<file path="config.mk">
export PLATFORM = sky130hd
export DESIGN_NAME = swrp_cell
export DESIGN_NICKNAME = d
export VERILOG_FILES = /design/src/design/swrp_pkg.sv /design/src/design/swrp_cell.sv
export SDC_FILE = /design/constraint.sdc
export NUM_CORES = 1
export LEC_CHECK = 0
export BUFFER_PORTS_ARGS = -buffer_cell sky130_fd_sc_hd__buf_4
export CORE_UTILIZATION = 39
export DETAILED_ROUTE_END_ITERATION = 10
export PLACE_DENSITY = 0.82
export SETUP_SLACK_MARGIN = 0.05
export SLEW_MARGIN = 40
export SYNTH_ARGS = -nofsm -noshare
export SYNTH_HDL_FRONTEND = slang
export SYNTH_SLANG_ARGS = --single-unit
</file>
<file path="constraint.sdc">
create_clock -name clk -period 4.2 [get_ports clk]
set_clock_uncertainty 0.15 [all_clocks]
set_input_delay 0.21 -clock clk [delete_from_list [all_inputs] [get_ports clk]]
set_output_delay 0.21 -clock clk [all_outputs]
set_load 0.005 [all_outputs]
</file>
<file path="src/design/swrp_pkg.sv">
// Shared types and constants for the set with random pick.
`timescale 1ns / 1ps

package swrp_pkg;

	// Store size and derived widths
	localparam int CAPACITY = 64;
	localparam int IDX_W    = $clog2(CAPACITY);
	localparam int CNT_W    = $clog2(CAPACITY + 1);

	// Fixed field widths
	localparam int OP_W    = 2;
	localparam int VAL_W   = 32;
	localparam int DRAW_W  = 16;
	localparam int ST_W    = 3;
	localparam int TOTAL_W = 7;
	localparam int STEP_W  = $clog2(DRAW_W);

	// Operation codes
	localparam logic [OP_W-1:0] OP_INSERT = 2'd0;
	localparam logic [OP_W-1:0] OP_REMOVE = 2'd1;
	localparam logic [OP_W-1:0] OP_PICK   = 2'd2;

	// Status codes
	localparam logic [ST_W-1:0] ST_DONE    = 3'd0;
	localparam logic [ST_W-1:0] ST_PRESENT = 3'd1;
	localparam logic [ST_W-1:0] ST_ABSENT  = 3'd2;
	localparam logic [ST_W-1:0] ST_FULL    = 3'd3;
	localparam logic [ST_W-1:0] ST_EMPTY   = 3'd4;

	// Values broadcast to every cell during a sweep
	typedef struct packed {
		logic [VAL_W-1:0] key;
		logic [CNT_W-1:0] count;
		logic [IDX_W-1:0] sel;
	} bcast_t;

	// Write port broadcast to every cell
	typedef struct packed {
		logic             en;
		logic [IDX_W-1:0] idx;
		logic [VAL_W-1:0] data;
	} wr_t;

	// Search wave handed from cell to cell
	typedef struct packed {
		logic             found;
		logic [IDX_W-1:0] pos;
		logic [VAL_W-1:0] data;
	} wave_t;

endpackage

</file>
<file path="src/design/swrp_cell.sv">
// One storage cell of the chain: holds an entry, matches the key, taps the selected entry.
`timescale 1ns / 1ps

module swrp_cell
	import swrp_pkg::*;
(
	input  logic             clk,
	input  logic [IDX_W-1:0] idx,
	input  bcast_t           bc,
	input  wr_t              wr,
	input  wave_t            wave_in,
	output wave_t            wave_out
);

	logic [VAL_W-1:0] entry_q;
	wave_t            wave_q;
	logic             valid;

	// Store a new entry when addressed
	always_ff @(posedge clk) begin
		if (wr.en && wr.idx == idx) begin
			entry_q <= wr.data;
		end
	end

	assign valid = ({1'b0, idx} < bc.count);

	// Advance the wave by one cell, adding a hit or the selected entry
	always_ff @(posedge clk) begin
		if (valid && entry_q == bc.key) begin
			wave_q.found <= 1'b1;
			wave_q.pos   <= idx;
		end else begin
			wave_q.found <= wave_in.found;
			wave_q.pos   <= wave_in.pos;
		end
		wave_q.data <= (idx == bc.sel) ? entry_q : wave_in.data;
	end

	assign wave_out = wave_q;

endmodule

</file>
==> metrics.md <==
| Metric | Value |
|---|---|
| Num rows | `30` |
| DPL Wire Length | `about 5.4 mm` |
| Post-Synth Adder-Cell Area | `under 10%` |
| Yosys reg bits | `71` |
| Post-route setup slack | `1.273 ns` |
| Max Cap Viol | `0` |
| Power per cell area | `between 200 and 300 nW/um2` |
| Synth warn | `0` |
| Syn_area_per_cell | `14.81 um2` |
| Leakage | `between 2 and 2.5 nW` |
| Root buffer cell | `clkbuf_8` |
| Number of vias per cell | `roughly 4.4` |
| Top-area cell type share of the netlist area | `between 30% and 40%` |
| Resize count post-CTS | `0` |
| Final total power | `about 1.5 mW` |
| Pre-CTS WS | `1.767 ns` |
| Die Span Y | `between 80 and 90 um` |
| Fin nets | `580` |
| Worst Path Arrival | `~3.0 ns` |
| Mux share of post-synthesis cell area | `between 15 and 20%` |
| Detailed-route DRC error count | `0` |
| Htree depth | `3` |
| Cells after synthesis | `191` |
| Cell family with most CP delay | `simple AND/OR/NAND/NOR gates` |
| VDD IR max | `0.1922 mV` |
| Final Slew Violations | `0` |
| Most common cell after layout, fill and taps aside | `buf_4` |
| Critical Path, Cell by Cell | `xnor2_1, nand4_1, nor3_1, o41ai_2, nor4_4, mux2_2, dlygate4sd3_1` |
| Critical-path top delay cell | `dlygate4sd3_1` |
| Simple-gate portion of the synthesized area | `4.511%` |
| Core area | `6907 um2` |
| Die X | `87.17 um` |
| Iter 0 DRT Violations | `112` |
| First-pass GRT wire length | `around 13 mm` |
| Syn-to-layout area delta | `82.66%` |
| Main area contributors after synthesis | `edfxtp_1, dfxtp_1, mux2_2` |
| GR Overflow Total | `0` |
| Setup CP Type | `reg -> reg` |
| Post-layout min period | `2.927 ns` |
| Io pins | `169` |
| Share of layout cells above drive strength 1 | `50.22%` |
| Slowest stage delay, CP | `about 0.56 ns` |
| Post-route cell area | `between 5000 and 6000 um2` |
| Vias in the first global route | `2696` |
| Distinct cells, synth | `21` |
| Hold Crit Class | `reg -> reg` |
| Cts bufs inserted | `9` |
| Unrepaired setup endpoints after global routing | `false` |
| Yosys top cell by area | `edfxtp_1` |
| Drt total wl | `8.520 mm` |
| Initial antenna violation count | `0` |
| Slew margin rel. | `59.22%` |
| Routed via count | `between 2000 and 2500` |
| Clock tree from TritonCTS | `yes` |
| Max Root-Sink Buffers | `2` |
| CP max FO | `7` |
| Post-CTS Setup Inserts | `0` |
| Largest net degree at the start of global routing | `33` |
| Port Buffer Count | `168` |
| Largest family of logic cells by synthesized area | `multiplexers` |
| Final setup TNS | `0 ns` |
| Synth Cell Area | `2829 um2` |
| Initial core utilization | `40.96%` |
| Drt wl/cell | `15.60 um` |
| Synth Area in Compound Gates | `1.636%` |
| Worst skew pair latency | `0.34 ns` |
| Worst EP required | `4.27 ns` |
| Syn nets | `326` |
| CP startpoint kind | `flop` |
| Full die area | `about 7600 um2` |
| Slew @ Worst Pin | `0.6061 ns` |
| Sinks on Clock Net | `slightly above 70` |
| Diodes inserted | `0` |
| Synth Area in XOR/XNOR | `13.62%` |
| Crit end category | `flop` |
| Setup Viol. Count Final | `0` |
| TritonRoute pass-1 iters | `4` |
| Register area share after synthesis | `61.57%` |
| Clock slew at reported path FFs | `0.07 ns` |
| Placed instance area | `approximately 4200 um2` |
| Tcrit/Tclk final | `a little over two thirds` |
| Fmax | `0.3417 GHz` |
| GRT Util Overall | `22.94%` |
| Final Hold Vio Count | `0` |
| Final ANT Viol Nets | `0` |
| Status | `complete, no violations` |
| Final Util | `74.82%` |
| Placer Congestion | `0.7606` |
| Commonest non-fill, non-tap cells in the layout | `buf_4, dlygate4sd3_1, dfxtp_1` |
| Buf/Inv on CP | `1` |
cells in the mapped netlist (all sizes together):
master and number:
or2 1, buf 3, xor2 23, o311ai 1
inv 6, ha 5, edfxtp 32, nand2 1
xnor2 21, o41ai 1, a21oi 2, nand3 2
nor3 1, mux2 38, a21o 1, nand4 5
nand2b 2, dfxtp 39, nor4 7
where the power goes:
part	total, mW	internal, mW	switching, mW	leakage, nW
sequential	0.757	0.748	0.00913	0.617
clock	0.474	0.227	0.247	0.0838
combinational	0.269	0.188	0.0818	1.55
registers in the layout (all words and copies together) (netlist names):
signal	flops
wave_out	39
entry_q	32
per-layer routing:
layer / vias up / global-route usage (%) / wire length, um
met5: - / 0 / 0
met4: 0 / 9.538 / 207
met3: 19 / 7.678 / 720
met2: 115 / 44.17 / 4519
met1: 1100 / 22.15 / 3073
li1: 1193 / - / -
worst paths after layout:
path                             startpoint           end  slack [ns]  cells past startpoint
worst min register to register  entry_q[13]  wave_out[13]        0.38                      1
worst min-delay path            entry_q[13]  wave_out[13]        0.38                      1
worst max register to register  entry_q[13]  wave_out[37]        1.27                      7
worst max-delay path            entry_q[13]  wave_out[37]        1.27                      7
metrics by stage:
| step | hold WS [ns] | instances |
|---|---|---|
| floorplan | 0.1589 | 191 |
| global route | 0.3999 | 546 |
| finish | 0.3762 | 546 |
| CTS | 0.3827 | 546 |
| global placement | 0.2379 | 453 |
| detailed placement | 0.2395 | 453 |
cells by family after synthesis:
logic type | count (synthesis)
multiplexers | 38
flip-flops | 71
adder cells (fa/ha/maj) | 5
XOR/XNOR | 44
AO/OA/AOI/OAI | 5
buffers and inverters | 9
AND/OR/NAND/NOR | 19
timing repair:
action | 4_1_cts | 5_1_grt
endpoints found under the setup margin | 0 | 0
hold buffers | 77 | 0
endpoints found under the hold margin | 71 | 0
final cells by class:
type,instances,area [um2]
Timing Repair Buffer,246,2039
Sequential cell,71,1742
Fill cell,462,1739
Multi-Input combinational cell,111,1077
Clock buffer,12,145.1
Tap cell,96,120.1
Inverter,6,22.52
Clock inverter,4,21.27
Power figures use the tool's default switching activity.
