File: src/design/swrp_pkg.sv
// Shared types and constants for the set with random pick.
`timescale 1ns / 1ps

package swrp_pkg;

	// Store size and derived widths
	localparam int CAPACITY = 64;
	localparam int IDX_W    = $clog2(CAPACITY);
	localparam int CNT_W    = $clog2(CAPACITY + 1);

	// Fixed field widths
	localparam int OP_W    = 2;
	localparam int VAL_W   = 32;
	localparam int DRAW_W  = 16;
	localparam int ST_W    = 3;
	localparam int TOTAL_W = 7;
	localparam int STEP_W  = $clog2(DRAW_W);

	// Operation codes
	localparam logic [OP_W-1:0] OP_INSERT = 2'd0;
	localparam logic [OP_W-1:0] OP_REMOVE = 2'd1;
	localparam logic [OP_W-1:0] OP_PICK   = 2'd2;

	// Status codes
	localparam logic [ST_W-1:0] ST_DONE    = 3'd0;
	localparam logic [ST_W-1:0] ST_PRESENT = 3'd1;
	localparam logic [ST_W-1:0] ST_ABSENT  = 3'd2;
	localparam logic [ST_W-1:0] ST_FULL    = 3'd3;
	localparam logic [ST_W-1:0] ST_EMPTY   = 3'd4;

	// Values broadcast to every cell during a sweep
	typedef struct packed {
		logic [VAL_W-1:0] key;
		logic [CNT_W-1:0] count;
		logic [IDX_W-1:0] sel;
	} bcast_t;

	// Write port broadcast to every cell
	typedef struct packed {
		logic             en;
		logic [IDX_W-1:0] idx;
		logic [VAL_W-1:0] data;
	} wr_t;

	// Search wave handed from cell to cell
	typedef struct packed {
		logic             found;
		logic [IDX_W-1:0] pos;
		logic [VAL_W-1:0] data;
	} wave_t;

endpackage

File: src/design/swrp_mod.sv
// Restoring modulo unit: reduces the random draw by the entry count, one bit a cycle.
`timescale 1ns / 1ps

module swrp_mod
	import swrp_pkg::*;
(
	input  logic              clk,
	input  logic              arst_n,
	input  logic              start,
	input  logic [DRAW_W-1:0] draw,
	input  logic [CNT_W-1:0]  divisor,
	output logic              done,
	output logic [IDX_W-1:0]  rem
);

	logic              busy_q;
	logic              done_q;
	logic [STEP_W-1:0] step_q;
	logic [DRAW_W-1:0] num_q;
	logic [CNT_W-1:0]  div_q;
	logic [CNT_W-1:0]  rem_q;
	logic [CNT_W:0]    trial;
	logic [CNT_W-1:0]  rem_next;

	// Shift in the next dividend bit and subtract when it fits
	always_comb begin
		trial = {rem_q, num_q[DRAW_W-1]};
		if (trial >= {1'b0, div_q}) begin
			rem_next = CNT_W'(trial - {1'b0, div_q});
		end else begin
			rem_next = CNT_W'(trial);
		end
	end

	// Sequence the steps
	always_ff @(posedge clk or negedge arst_n) begin
		if (!arst_n) begin
			busy_q <= 1'b0;
			done_q <= 1'b0;
			step_q <= '0;
		end else begin
			done_q <= 1'b0;
			if (start) begin
				busy_q <= 1'b1;
				step_q <= '0;
			end else if (busy_q) begin
				step_q <= step_q + 1'b1;
				if (step_q == STEP_W'(DRAW_W - 1)) begin
					busy_q <= 1'b0;
					done_q <= 1'b1;
				end
			end
		end
	end

	// Hold operands and partial remainder
	always_ff @(posedge clk) begin
		if (start) begin
			num_q <= draw;
			div_q <= divisor;
			rem_q <= '0;
		end else if (busy_q) begin
			num_q <= {num_q[DRAW_W-2:0], 1'b0};
			rem_q <= rem_next;
		end
	end

	assign done = done_q;
	assign rem  = IDX_W'(rem_q);

endmodule

File: config.mk
export PLATFORM = sky130hd
export DESIGN_NAME = swrp_mod
export DESIGN_NICKNAME = d
export VERILOG_FILES = /design/src/design/swrp_pkg.sv /design/src/design/swrp_mod.sv
export SDC_FILE = /design/constraint.sdc
export NUM_CORES = 1
export LEC_CHECK = 0
export BUFFER_PORTS_ARGS = -buffer_cell sky130_fd_sc_hd__buf_2
export CAP_MARGIN = 10
export CORE_MARGIN = 2
export CORE_UTILIZATION = 45
export CTS_CLUSTER_SIZE = 10
export DETAILED_ROUTE_END_ITERATION = 16
export MAX_ROUTING_LAYER = met4
export PLACE_DENSITY_LB_ADDON = 0.3
export SLEW_MARGIN = 20
export SYNTH_ARGS = -nofsm -noshare
export SYNTH_HDL_FRONTEND = slang
export SYNTH_SLANG_ARGS = --single-unit
export TNS_END_PERCENT = 5
File: constraint.sdc
create_clock -name clk -period 5.6 [get_ports clk]
set_clock_uncertainty 0.2 [all_clocks]
set_input_delay 1.12 -clock clk [delete_from_list [all_inputs] [get_ports clk]]
set_output_delay 1.12 -clock clk [all_outputs]
set_load 0.02 [all_outputs]
==> impl_results.md <==
- Slew headroom: 49.6%
- Placed cell areas: 2080 sq um
- Count leader, synth: edfxtp_1
- Register bit total from synthesis: 36
- Buffers & Inverters on Critical Path: 2
- First-pass GRT wire length: 6.14 mm
- Yosys cell types: 47
- DIE HEIGHT: 69.6 microns
- Total track usage: 16.3%
- Synth Area in Adders: 6.21%
- DPL Wire Length: 2.63 mm
- Hold_sp: num_q[14]$_DFFE_PP_
- Largest family of logic cells by synthesized area: simple AND/OR/NAND/NOR gates
- Htree depth: 2
- Critical Path RT: 5.32 ns
- Die X: 69.6 microns
- Family with the most delay on the worst path: buffers and inverters
- Antenna violations before repair: 0
- Tmin final: 2.77 ns
- Seq/Total Area, Yosys: 50.7%
- Syn_area_per_cell: 11.7 sq um
- Final wirelength: 3.59 mm
- Vias per cell: 5.44
- Warnings from Yosys: 0
- Fmax: 361 MHz
- Simple-Gate Fraction of Synth Area: 13.6%
- Vias in the first global route: 1360
- FFs w/ async S/R, synth: 16.7%
- Max cap viols: 0
- Worst R2R Start: num_q[15]$_DFFE_PP_
- Outcome: completed
- Hold buffers post-CTS: 0
- Worst Path Class, Setup: input pin to register
- Hold_ws: 0.360 ns
- Ant diodes: 0
- Worst reg2reg setup slack: 3.31 ns
- CP startpoint kind: input pin
- Worst-margin pin slew: 0.756 ns
- Cells along the critical path: buf_2, inv_1, nand2_1
- Die area: 4840 sq um
- Top post-synthesis cells by count: edfxtp_1 (23), mux2_2 (15), nor2_1 (12)
- Worst setup margin: 2.83 ns
- Pin count of the biggest net entering global routing: 39
- XOR/XNOR Fraction of Synth Area: 2.71%
- Fin. max-slew vios: 0
- Worst hold path class: register to register
- Port Buffer Count: 32
- Unrepaired setup endpoints after global routing: false
- Final nets: 226
- Post-synth EDFFs: 23
- WL/cell: 14.8 microns
- Most used flip-flop cell after synthesis: edfxtp_1
- Post-CTS Setup Bufs: 0
- Most area-hungry cell type in the Yosys netlist: edfxtp_1
- Critical Path Fanout Max: 38
- Post-detailed-route DRC marker count: 0
- CTS resizes: 0
- Syn_nets: 200
- Critical Path End Type: register
- Synth Area in Compound Gates: 11.2%
- Place WS: 2.52 ns
- Finished Cell Area: 2160 sq um
- DRT Pass-1 Iters: 4
- Placement row count: 23
- RD Place Congestion: 0.793
- Peak supply drop: 0.000196 V
- Io pins: 33
- Root Buffer: clkbuf_8
- Area growth, synth to finish: 11.6%
- Final Hold Viols: 0
- Instance count of the mapped netlist: 165
- Post-synthesis mux area share: 9.24%
- Core area: 4060 sq um
- TritonCTS clock tree: done
- Slowest stage delay, CP: 0.58 ns
- Worst setup path start: start
- Area contributors post-synth: edfxtp_1 (36%), mux2_2 (8.7%), dfrtp_1 (7.8%)
- Pwr Density: 355 nW/um^2
- GRT overflow: 0
- Arrival @ worst endpoint: 2.49 ns
- Layout cells sized above 1: 30.7%
- Final worst-path cycle share: 49.5%
- CTS clk-pin slew, worst paths: 0.07 ns
- Initial Util: 47.7%
- DR iter-0 viols: 66
- Mapped Area: 1940 sq um
- Worst skew pair latency: 0.28 ns
- Vias: 1317
- Leakage: 0.952 nW
- TritonCTS Buffers: 5
- Top cell type's share of synthesized area: 35.7%
- Clk buf depth: 2
- Clock sink total: 36
- Final Setup Violations: 0
- Antenna Nets Post-Route: 0
- Critical Path Slowest Stage Cell: buf_2
- Setup TNS: 0 ns
metrics by stage:
stage / cells / util (%) / total power, mW
floorplan: 165 / - / 0.552
global placement: 234 / 51.2 / 0.588
CTS: 242 / 53.3 / 0.771
global route: 242 / 53.3 / 0.814
detailed placement: 234 / 51.2 / 0.599
finish: 242 / 53.3 / 0.767
report_power, final:
| part | internal, mW | leakage (nW) | switching (mW) |
|---|---|---|---|
| registers | 0.317 | 0.374 | 0.0238 |
| clock network | 0.0843 | 0.0453 | 0.0877 |
| logic | 0.117 | 0.533 | 0.138 |
flip-flops by register name, summed over array words and instances, names as in the netlist:
signal,count
div_q,7
rem_q,7
done,1
num_q,16
busy_q,1
step_q,4
logic make-up after synthesis:
group / count (synthesis)
simple gates: 49
flops: 36
compound gates: 25
buf+inv: 24
mux: 16
fa+ha+maj: 9
xor+xnor: 6
routing by layer:
layer / vias up / GRT usage, % / share of wire, % / wire length [microns]
li1: 646 / - / - / -
met1: 635 / 20.1 / 46 / 1640
met2: 34 / 26.2 / 49 / 1760
met3: 2 / 4.80 / 4.6 / 164
met4: 0 / 4.58 / 0.67 / 24
met5: - / - / 0 / 0
cell usage in the layout, fill, tap and decap left out, drive strengths merged:
cell    netlist  final
a2111o        1      1
o311ai        1      1
o311a         1      1
nor2b         4      4
ha            8      8
and3          2      2
inv          11     11
nor2         12     12
dfrtp         6      6
a21oi         1      1
mux2i         1      1
edfxtp       23     23
dfxtp         7      7
clkbuf        3      5
a31oi         4      4
xor2          2      2
buf          10     32
a31o          1      1
nor3          1      1
a311o         1      1
a211oi        2      2
fa            1      1
o21a          1      1
o21ai         3      3
nand2        10     10
nand3         6      6
and2          2      2
o31ai         2      2
nor4b         1      1
o22a          1      1
nor3b         7      7
clkinv        0      3
nand4b        1      1
a21o          3      3
nand4         2      2
xnor2         4      4
or2           1      1
a311oi        2      2
mux2         15     15
o2111a        1      1
worst register-to-register path, stage by stage, from the launching register on:
cell and delay [ns]:
edfxtp_1 0.42, inv_1 0.08, ha_1 0.16, inv_1 0.05, fa_1 0.40, nand3_1 0.13, a31o_1 0.38, and2_4 0.24
o311ai_2 0.11
final cells by class:
class                   count  area [sq um]
fillers                   375          1900
flip-flops and latches     36           981
multi-input cells         105           833
repair buffers             32           160
clock buffers               5          68.8
well taps                  50          62.6
inverters                  11          41.3
clock inverters             3          13.8
final timing paths:
check | end | cells past startpoint
min reg2reg | num_q[15]$_DFFE_PP_ | 1
min in group asynchronous | step_q[3]$_DFFE_PN0P_ | 1
max reg2reg | rem_q[2]$_SDFFE_PP0P_ | 8
min | num_q[15]$_DFFE_PP_ | 1
max in group asynchronous | busy_q$_DFF_PN0_ | 1
max | num_q[0]$_SDFFCE_PN0P_ | 3
Power figures use the tool's default switching activity.
